## src/sv/ordered_list_push_pop_insert_before_core_defines.svh

```systemverilog
// ----------------------------------------------------------------------------
// Assertion macros for the ordered list core.
// ----------------------------------------------------------------------------
`ifndef ORDERED_LIST_PUSH_POP_INSERT_BEFORE_CORE_DEFINES_SVH
`define ORDERED_LIST_PUSH_POP_INSERT_BEFORE_CORE_DEFINES_SVH

// The consequent must hold in the cycle after the antecedent.
`define OLPIB_ASSERT_NEXT(label, clk, rst_n, ante, cons, msg) \
  label: assert property (@(posedge clk) disable iff (!rst_n) (ante) |=> (cons)) \
    else $error(msg);

// The consequent must hold in the same cycle as the antecedent.
`define OLPIB_ASSERT_SAME(label, clk, rst_n, ante, cons, msg) \
  label: assert property (@(posedge clk) disable iff (!rst_n) (ante) |-> (cons)) \
    else $error(msg);

`endif

```

## src/sv/olpib_pkg.sv

```systemverilog
// ----------------------------------------------------------------------------
// olpib_pkg
// Shared types and codes for the ordered list core and its cells.
// ----------------------------------------------------------------------------
package olpib_pkg;

  localparam int DEPTH_DEF = 16;
  localparam int DATA_W    = 32;

  // Operation codes carried in the kind field.
  localparam logic [1:0] KIND_PUSH   = 2'd0;
  localparam logic [1:0] KIND_INSERT = 2'd1;
  localparam logic [1:0] KIND_POP    = 2'd2;

  // Result status codes.
  localparam logic [1:0] ST_OK        = 2'd0;
  localparam logic [1:0] ST_EMPTY     = 2'd1;
  localparam logic [1:0] ST_NOT_FOUND = 2'd2;
  localparam logic [1:0] ST_FULL      = 2'd3;

  // Value returned by a pop on an empty list.
  localparam logic signed [DATA_W-1:0] EMPTY_MARK = -32'sd999;

  typedef struct packed {
    logic [1:0]               kind;
    logic signed [DATA_W-1:0] value;
    logic signed [DATA_W-1:0] anchor;
  } in_item_t;

  typedef struct packed {
    logic [1:0]               status;
    logic signed [DATA_W-1:0] popped;
  } out_item_t;

  // What every cell does in the current cycle.
  typedef enum logic [1:0] {
    CELL_HOLD   = 2'd0,
    CELL_INSERT = 2'd1,
    CELL_POP    = 2'd2
  } cell_op_t;

  typedef struct packed {
    cell_op_t          op;
    logic [DATA_W-1:0] anchor;
  } cell_ctrl_t;

endpackage

```

## src/sv/ordered_list_push_pop_insert_before_core.sv

```systemverilog
// ----------------------------------------------------------------------------
// ordered_list_push_pop_insert_before_core
// Bounded ordered list of signed 32-bit values with push-front,
// insert-before-anchor and pop-front, built as a row of shifting cells.
// ----------------------------------------------------------------------------
// Usage:
//   Drive in_item and raise start; the command transfer happens at a rising
//   edge with start high and busy low. busy is always low: a command may be
//   given in every cycle.
//   Exactly one result per command appears on out_item in the following
//   cycle, marked by out_valid for that single cycle.
//   Throughput is one command per cycle, which the cell row allows: every
//   cell compares its entry with the anchor and the hit chain runs through
//   all DEPTH cells, then all cells shift at the same edge.
//   Status codes: ok, empty (pop on an empty list, popped carries -999),
//   anchor not found, full (push or insert with DEPTH entries held).
//   Reset empties the list (fill count zero) and clears out_valid; entry
//   contents are not reset. The receiver cannot stall: a result is
//   transferred in the cycle it is shown.
// ----------------------------------------------------------------------------
`include "ordered_list_push_pop_insert_before_core_defines.svh"

module ordered_list_push_pop_insert_before_core #(
  parameter int DEPTH = olpib_pkg::DEPTH_DEF
) (
  input  logic                  clk,
  input  logic                  rst_n,
  input  logic                  start,
  output logic                  busy,
  input  olpib_pkg::in_item_t   in_item,
  output logic                  out_valid,
  output olpib_pkg::out_item_t  out_item
);
  import olpib_pkg::*;

  localparam int CNT_W = $clog2(DEPTH + 1);

  logic [CNT_W-1:0]  count_r;
  logic [CNT_W-1:0]  count_nxt;
  logic              out_valid_r;
  out_item_t         out_item_r;
  out_item_t         result;
  cell_ctrl_t        cell_ctrl;
  logic              accept;
  logic              full;
  logic              empty;
  logic              found;
  logic [DEPTH:0]    chain_hit;
  logic [DEPTH-1:0]  occupied;
  logic [DATA_W-1:0] cell_data [DEPTH];

  assign busy   = 1'b0;
  assign accept = start && !busy;
  assign full   = (count_r == CNT_W'(DEPTH));
  assign empty  = (count_r == '0);

  // A push is an insertion ahead of the head: the hit chain starts set.
  assign chain_hit[0] = (in_item.kind == KIND_PUSH);
  assign found        = chain_hit[DEPTH];

  // Row of cells; each one sees its neighbours' entries.
  for (genvar i = 0; i < DEPTH; i++) begin : g_cell
    logic [DATA_W-1:0] left_d;
    logic [DATA_W-1:0] right_d;

    assign occupied[i] = (count_r > CNT_W'(i));

    if (i == 0) begin : g_head
      assign left_d = in_item.value;
    end else begin : g_body
      assign left_d = cell_data[i-1];
    end

    if (i == DEPTH - 1) begin : g_tail
      assign right_d = cell_data[i];
    end else begin : g_mid
      assign right_d = cell_data[i+1];
    end

    olpib_cell u_cell (
      .clk        (clk),
      .ctrl       (cell_ctrl),
      .occupied   (occupied[i]),
      .new_data   (in_item.value),
      .left_data  (left_d),
      .right_data (right_d),
      .hit_in     (chain_hit[i]),
      .hit_out    (chain_hit[i+1]),
      .data       (cell_data[i])
    );
  end

  // Command decode: cell operation, fill count and result.
  always_comb begin
    cell_ctrl.op     = CELL_HOLD;
    cell_ctrl.anchor = in_item.anchor;
    count_nxt        = count_r;
    result.status    = ST_OK;
    result.popped    = '0;
    if (accept) begin
      unique case (in_item.kind)
        KIND_PUSH: begin
          if (full) begin
            result.status = ST_FULL;
          end else begin
            cell_ctrl.op = CELL_INSERT;
            count_nxt    = count_r + CNT_W'(1);
          end
        end
        KIND_INSERT: begin
          if (full) begin
            result.status = ST_FULL;
          end else if (found) begin
            cell_ctrl.op = CELL_INSERT;
            count_nxt    = count_r + CNT_W'(1);
          end else begin
            result.status = ST_NOT_FOUND;
          end
        end
        KIND_POP: begin
          if (empty) begin
            result.status = ST_EMPTY;
            result.popped = EMPTY_MARK;
          end else begin
            cell_ctrl.op  = CELL_POP;
            count_nxt     = count_r - CNT_W'(1);
            result.popped = cell_data[0];
          end
        end
        default: begin
          result.status = ST_OK;
        end
      endcase
    end
  end

  // Fill count and result strobe.
  always_ff @(posedge clk) begin
    if (!rst_n) begin
      count_r     <= '0;
      out_valid_r <= 1'b0;
    end else begin
      count_r     <= count_nxt;
      out_valid_r <= accept;
    end
  end

  // Result payload.
  always_ff @(posedge clk) begin
    out_item_r <= result;
  end

  assign out_valid = out_valid_r;
  assign out_item  = out_item_r;

  // Checks on the core's own bookkeeping.
  `OLPIB_ASSERT_NEXT(a_one_result, clk, rst_n, accept, out_valid, "command without result")
  `OLPIB_ASSERT_SAME(a_count_bound, clk, rst_n, 1'b1, count_r <= CNT_W'(DEPTH), "fill count overflow")
  `OLPIB_ASSERT_NEXT(a_pop_empty, clk, rst_n, accept && in_item.kind == KIND_POP && empty, out_item.status == ST_EMPTY && out_item.popped == EMPTY_MARK, "empty pop misreported")
  `OLPIB_ASSERT_NEXT(a_push_grows, clk, rst_n, accept && in_item.kind == KIND_PUSH && !full, count_r == $past(count_r) + CNT_W'(1), "push did not grow list")

endmodule

```

## src/sv/olpib_cell.sv

```systemverilog
// ----------------------------------------------------------------------------
// olpib_cell
// One list position: holds an entry, compares it with the anchor and takes
// its neighbour's entry when the list shifts.
// ----------------------------------------------------------------------------
module olpib_cell (
  input  logic                                clk,
  input  olpib_pkg::cell_ctrl_t               ctrl,
  input  logic                                occupied,
  input  logic [olpib_pkg::DATA_W-1:0]        new_data,
  input  logic [olpib_pkg::DATA_W-1:0]        left_data,
  input  logic [olpib_pkg::DATA_W-1:0]        right_data,
  input  logic                                hit_in,
  output logic                                hit_out,
  output logic [olpib_pkg::DATA_W-1:0]        data
);
  import olpib_pkg::*;

  logic [DATA_W-1:0] data_r;
  logic [DATA_W-1:0] data_nxt;
  logic              match;

  // A match counts only on an occupied position.
  assign match   = occupied && (data_r == ctrl.anchor);
  assign hit_out = hit_in || match;
  assign data    = data_r;

  // Behind the insertion point the entries move one place towards the tail;
  // the first matching cell takes the new value. On a push the head cell
  // sees the new value on its left input, so it shifts it in like the rest.
  always_comb begin
    data_nxt = data_r;
    case (ctrl.op)
      CELL_INSERT: begin
        if (hit_in) begin
          data_nxt = left_data;
        end else if (match) begin
          data_nxt = new_data;
        end
      end
      CELL_POP: begin
        data_nxt = right_data;
      end
      default: begin
        data_nxt = data_r;
      end
    endcase
  end

  // Entry storage; no reset, occupancy is tracked by the fill count.
  always_ff @(posedge clk) begin
    data_r <= data_nxt;
  end

endmodule

```

## config.mk

```make
export PLATFORM = sky130hd
export DESIGN_NAME = ordered_list_push_pop_insert_before_core
export DESIGN_NICKNAME = d
export VERILOG_FILES = /design/src/sv/olpib_pkg.sv /design/src/sv/ordered_list_push_pop_insert_before_core.sv /design/src/sv/olpib_cell.sv
export VERILOG_INCLUDE_DIRS = /design/src /design/src/sv
export SDC_FILE = /design/constraint.sdc
export NUM_CORES = 2
export LEC_CHECK = 0
export BUFFER_PORTS_ARGS = -buffer_cell sky130_fd_sc_hd__buf_2
export CAP_MARGIN = 20
export CORE_MARGIN = 5
export CORE_UTILIZATION = 57
export DETAILED_ROUTE_END_ITERATION = 8
export PLACE_DENSITY = 0.79
export SETUP_SLACK_MARGIN = 0.02
export SYNTH_ARGS = -nofsm -noshare
export SYNTH_HDL_FRONTEND = slang
export SYNTH_SLANG_ARGS = --single-unit
```

## constraint.sdc

```tcl
create_clock -name clk -period 7.21 [get_ports clk]
set_input_delay 0.721 -clock clk [delete_from_list [all_inputs] [get_ports clk]]
set_output_delay 0.721 -clock clk [all_outputs]
set_load 0.02 [all_outputs]
```

# Word level (Yosys, flattened, before mapping)
# Index checks and enable logic that the tools add are counted.
# word_totals
regBits,552
in_bits,69
out_inout_bits,36
word_cells,201
# classes
addsub,2
order_cmp,16
n_eq_ne,40
muxes,64
bitwise,2
reduce_logical,56
# ops
operator,count
32-bit two-way mux,33
32-bit case mux with 2 select lines,15
32-bit equality test,16
"3-bit by 1-bit inequality test with 1-bit output, second input constant",15
"5-bit by 4-bit > comparator with 1-bit output, second input constant",8
2-bit AND reduction,17
"5-bit by 3-bit > comparator with 1-bit output, second input constant",4
5-bit two-way mux,4
1-bit logical AND,16
1-bit logical OR,16
5-bit case mux with 3 select lines,1
2-bit case mux with 3 select lines,2
"5-bit by 1-bit > comparator with 1-bit output, second input constant",2
"5-bit by 2-bit > comparator with 1-bit output, second input constant",2
2-bit two-way mux,5
"2-bit inequality test, second input constant",4
6-bit AND reduction,1
"5-bit by 1-bit adder with 5-bit output, second input constant",1
"5-bit equality test, second input constant",1
5-bit zero test,1
"5-bit by 1-bit subtractor with 5-bit output, second input constant",1
"2-bit by 1-bit equality test with 1-bit output, second input constant",2
"2-bit equality test, second input constant",2
1-bit two-way mux,4
other kinds (5),7

# Logic depth before layout (Yosys ltp)
# logic_depth
ltp_word,25
ltp_mapped,21
ltp_nobuf,14

# Hierarchy
# Synthesis repeated with hierarchy kept, for this count alone.
# hier_totals
hier_cells,3219
area_unflattened_um2,33857.5
# modules_own_cells
mod,instances,cells_per_inst,area_each_um2
olpib_cell,16,189,2015.7
ordered_list_push_pop_insert_before_core,1,195,1606.5

# Worst setup path before layout
# OpenSTA, ideal clock, no wires.
# synth_path
kind,input-to-reg
startpoint,input in_item[12] (netlist bit)
endpoint,register g_cell[4].u_cell.data_r[0] (enable)
setup_time_ns,0.388
t_arrival_ns,6.342
required_time_ns,6.822
slack_ns,0.480
path_stages,14
n_path_buf,2
cell_sequence,buf_2 > xor2_1 > nor4_1 > nand4_1 > or4_4 > o41ai_2 > nor2_1 > and3_1 > buf_6 > nor3_1 > ha_1 > a21oi_1 > a21o_1 > a21o_1
# synth_via
elab_chain_len,25
# synth_rtl
element,line,source
start: declaration,ordered_list_push_pop_insert_before_core.sv:30,"input olpib_pkg::in_item_t in_item,"
32-bit equality test,olpib_cell.sv:24,assign match = occupied && (data_r == ctrl.anchor);
1-bit logical AND,olpib_cell.sv:24,
1-bit logical OR (16 in series),olpib_cell.sv:25,assign hit_out = hit_in || match;
1-bit two-way mux,ordered_list_push_pop_insert_before_core.sv:113,end else if (found) begin
1-bit two-way mux,ordered_list_push_pop_insert_before_core.sv:111,if (full) begin
2-bit case mux with 3 select lines,ordered_list_push_pop_insert_before_core.sv:101,unique case (in_item.kind)
2-bit two-way mux,ordered_list_push_pop_insert_before_core.sv:100,if (accept) begin
2-bit by 1-bit equality test with 1-bit output / 2-bit equality test (equally long branches),n/a,
3-bit by 1-bit inequality test with 1-bit output (no line) / 2-bit nonzero test (equally long branches),n/a,
2-bit AND reduction (no line) (*),n/a,
end signal: assignment,olpib_cell.sv:52,data_r <= data_nxt;
end: declaration,olpib_cell.sv:19,logic [DATA_W-1:0] data_r;
# Mark *: on every way between the ends. The rest lies on a longest branch, timed or not.
# A chain may end at the register's enable or synchronous reset.

# Final worst setup path
# layout_path
startpoint,input in_item[31] (netlist bit)
endpoint,register g_cell[4].u_cell.data_r[31] (enable)
# Same word-level chain as after synthesis.

==> metrics.md <==
| Metric | Value |
|---|---|
| Cell Pwr Density | 241 nW/µm² |
| Post-placement cell count | 3726 |
| Fmax achieved | 0.166 GHz |
| CP Max Fanout | 33 |
| Syn Std Cell Area | 33400 µm² |
| Overall Global Routing Usage | 37.1% |
| Sequential power share | 46.7% |
| Reg2reg end | g_cell[4].u_cell.data[31]$_DFFE_PP_ |
| Mapped Cells | 3047 |
| Worst-path clk slew | ~60 ps |
| # rows | 88 |
| Clk_skew | 22.5 ps |
| P&R area growth vs syn | 10.0% |
| Vias in the first global route | 24.6k |
| Starting density of the core | 57.7% |
| TritonCTS buffer count | 60 |
| DRC | 0 |
| CP Class | in -> reg |
| Layout cell share with drive strength beyond 1 | about 16% |
| Clock power share | 37.0% |
| Setup tns final | 0 ps |
| Syn_area_per_cell | roughly 11 µm² |
| Iter 0 DRT Violations | 3809 |
| CP Data Arrival Time | approximately 6300 ps |
| Clock Latency Late Sink | 640 ps |
| Worst Tran Pin Value | 1090 ps |
| Setup bufs post-CTS | 0 |
| Post-route cell area | 36800 µm² |
| Final setup fails | 0 |
| Vias | 25.9k |
| Cts repair resizes | 0 |
| Cell Area, Placed | 34600 µm² |
| # H-tree levels | 2 |
| Fin. Hold Viols | 0 |
| Async set or reset register ratio after synthesis | 0% |
| Core Footprint | 57900 µm² |
| Hold Crit Class | in -> reg |
| Sink Count | 552 |
| CP Launch Type | primary input |
| CTS tree | yes |
| Min-Delay Endpoint | out_valid$_SDFF_PN0_ |
| Clk buf depth | 3 |
| Switch share | approximately 30% |
| Total I/O pin count | 105 |
| Commonest non-fill, non-tap cell in the layout | edfxtp_1 |
| First-pass GRT wire length | 174000 µm |
| Post-synthesis sequential area ratio | 48.4% |
| Die width | 252 µm |
| Peak supply drop | 206 µV |
| Max Cap Violations | 0 |
| Drt wl/cell | 31.8 µm |
| Die area | 63600 µm² |
| Unrepaired setup endpoints after global routing | false |
| Crit. End Element | flop |
| Ys Warns | 0 |
| Sw Pwr | 2.58 mW |
| Initial antenna violation count | 9 |
| Largest net degree at the start of global routing | 122 |
| Fin. max-slew vios | 0 |
| Tmin final | just over 6000 ps |
| Final period utilization | 83.8% |
| Congestion Overflow GR | 0 |
| Hold_sp | start |
| Slew headroom | 26.8% |
| # fillers | around 4.6k |
| Post-cts hold buffer count | 0 |
| Worst path required time | 7480 ps |
| Reg2reg start | count_r[0]$_SDFFE_PN0P_ |
| #FFs+latches synth | 552 |
| Chip height | approximately 250 µm |
| Avg Vias per Cell | 6.74 |
| Nets | 3104 |
| Comb pwr share | 16.2% |
| Post-synth EDFFs | about 510 |
| Syn_nets | 3124 |
| Worst reg2reg path depth | 18 |
| FF-to-FF setup slack | 1310 ps |
| Pint | 6.28 mW |
| Final Wtd Congestion | 1.10 |
| Routed Antenna Nets | 0 |
| IO buf count | 103 |
| Status | completed |
| Drt pass-1 iters | 6 |
| Most frequent cells in the layout | edfxtp_1 (512), nand2_1 (400), o21ai_0 (390) |
| DP Wirelength | 90100 µm |
| DRT Wirelength | around 120000 µm |
| Leak | 13.0 nW |
| Hold Path Depth | 2 |
| Final Non-Filler Cells | just under 4k |
| Synth Flop Type | edfxtp_1 |
| Clock root cell | clkbuf_16 |
| Post-synthesis cell type count | 56 |
logic make-up (layout without fill, tap and decap cells):
family | after synthesis | in the layout | share of synthesized area, %
buf+inv | 267 | 299 | 3.57
xor+xnor | 510 | 510 | 13.4
mux | 577 | 577 | 18.0
other cells | 1 | 3 | 0.0112
flops | 552 | 552 | 48.4
simple gates | 700 | 700 | 9.61
fa+ha+maj | 8 | 8 | 0.299
compound gates | 432 | 432 | 6.75
stage by stage:
step | power [mW] | hold WS (ps) | setup slack [ps] | utilization [%]
detailed placement | 5.55 | 565 | 766 | 59.7
finish | 8.86 | 419 | 1170 | 63.5
CTS | 8.78 | 397 | 1410 | 63.3
floorplan | 4.96 | 494 | 480 | -
global route | 9.08 | 413 | 1020 | 63.5
global placement | 5.52 | 536 | 738 | 59.5
sequential cells by signal (all words and copies together) (netlist names):
name,count
count_r,5
g_cell.u_cell.data,512
out_item,34
out_valid,1
critical path: stages:
cell      delay (ps)
buf_2            600
xor2_1           140
nor4_1           700
nand4_1          180
nor3_1           620
a311oi_1         230
and3_2           290
and3_1           250
nor3_1           250
ha_1             280
buf_4            250
a21oi_4          150
buf_4            470
a21o_1           140
buf_4            460
a21o_1           140
buf_4            410
cell usage after synthesis, drive strengths merged (2+ instances only):
cell type,number,share of area [%]
nor4,66,1.3
mux2i,385,12
or4,4,0.10
xnor2,291,7.6
nor4b,2,0.097
nor3,18,0.27
nand3,20,0.33
and2,10,0.19
and3,6,0.11
and4,3,0.079
a211oi,2,0.045
edfxtp,512,46
clkbuf,141,1.6
dfxtp,40,2.4
nand2,403,4.5
ha,8,0.30
a311oi,3,0.079
xor2,219,5.7
buf,113,1.8
nor2,72,0.82
a21o,4,0.090
o31ai,3,0.067
o21ai,390,5.8
nor3b,2,0.060
nand4,91,1.7
inv,13,0.15
mux2,192,6.5
a21oi,13,0.19
a21boi,3,0.067
a31oi,2,0.037
o22ai,2,0.037
worst max path at each step:
stage                                           to  cells after the start         from  slack (ps)
5_1_grt        g_cell[4].u_cell.data[18]$_DFFE_PP_                     17  in_item[31]        1020
6_report       g_cell[4].u_cell.data[31]$_DFFE_PP_                     17  in_item[31]        1170
3_5_place_dp    g_cell[4].u_cell.data[2]$_DFFE_PP_                     17  in_item[31]         770
3_3_place_gp    g_cell[4].u_cell.data[7]$_DFFE_PP_                     18   in_item[6]         740
4_1_cts        g_cell[4].u_cell.data[18]$_DFFE_PP_                     17  in_item[31]        1410
2_1_floorplan   g_cell[4].u_cell.data[0]$_DFFE_PP_                     14  in_item[12]         480
area by class of cell:
cell class | instances | area (µm²) | share of cell area, %
multi-input combinational | 2228 | 16200 | 44.2
sequential | 552 | 16200 | 44.0
clock buffer | 80 | 1680 | 4.57
timing repair buffer | 172 | 1260 | 3.43
tap | 765 | 957 | 2.60
clock inverter | 34 | 394 | 1.07
inverter | 13 | 48.8 | 0.133
antenna | 2 | 5.00 | 0.0136
power by group through the flow:
| stage | combinational [mW] | sequential [mW] | clock, mW |
|---|---|---|---|
| 3_3_place_gp | 1.33 | 4.18 | 0 |
| 4_1_cts | 1.38 | 4.12 | 3.29 |
| 2_1_floorplan | 0.915 | 4.05 | 0 |
| 3_5_place_dp | 1.37 | 4.18 | 0 |
| 5_1_grt | 1.50 | 4.14 | 3.44 |
| 6_report | 1.44 | 4.14 | 3.28 |
per-layer routing:
| metal | routed length (µm) | vias up | GRT usage [%] |
|---|---|---|---|
| met5 | 61 | - | 0 |
| met3 | 18400 | 215 | 13.1 |
| met4 | 2770 | 10 | 7.85 |
| met2 | 51400 | 1916 | 53.0 |
| met1 | 49500 | 12900 | 55.1 |
| li1 | - | 10900 | - |
(Power assumes the default switching activity.)
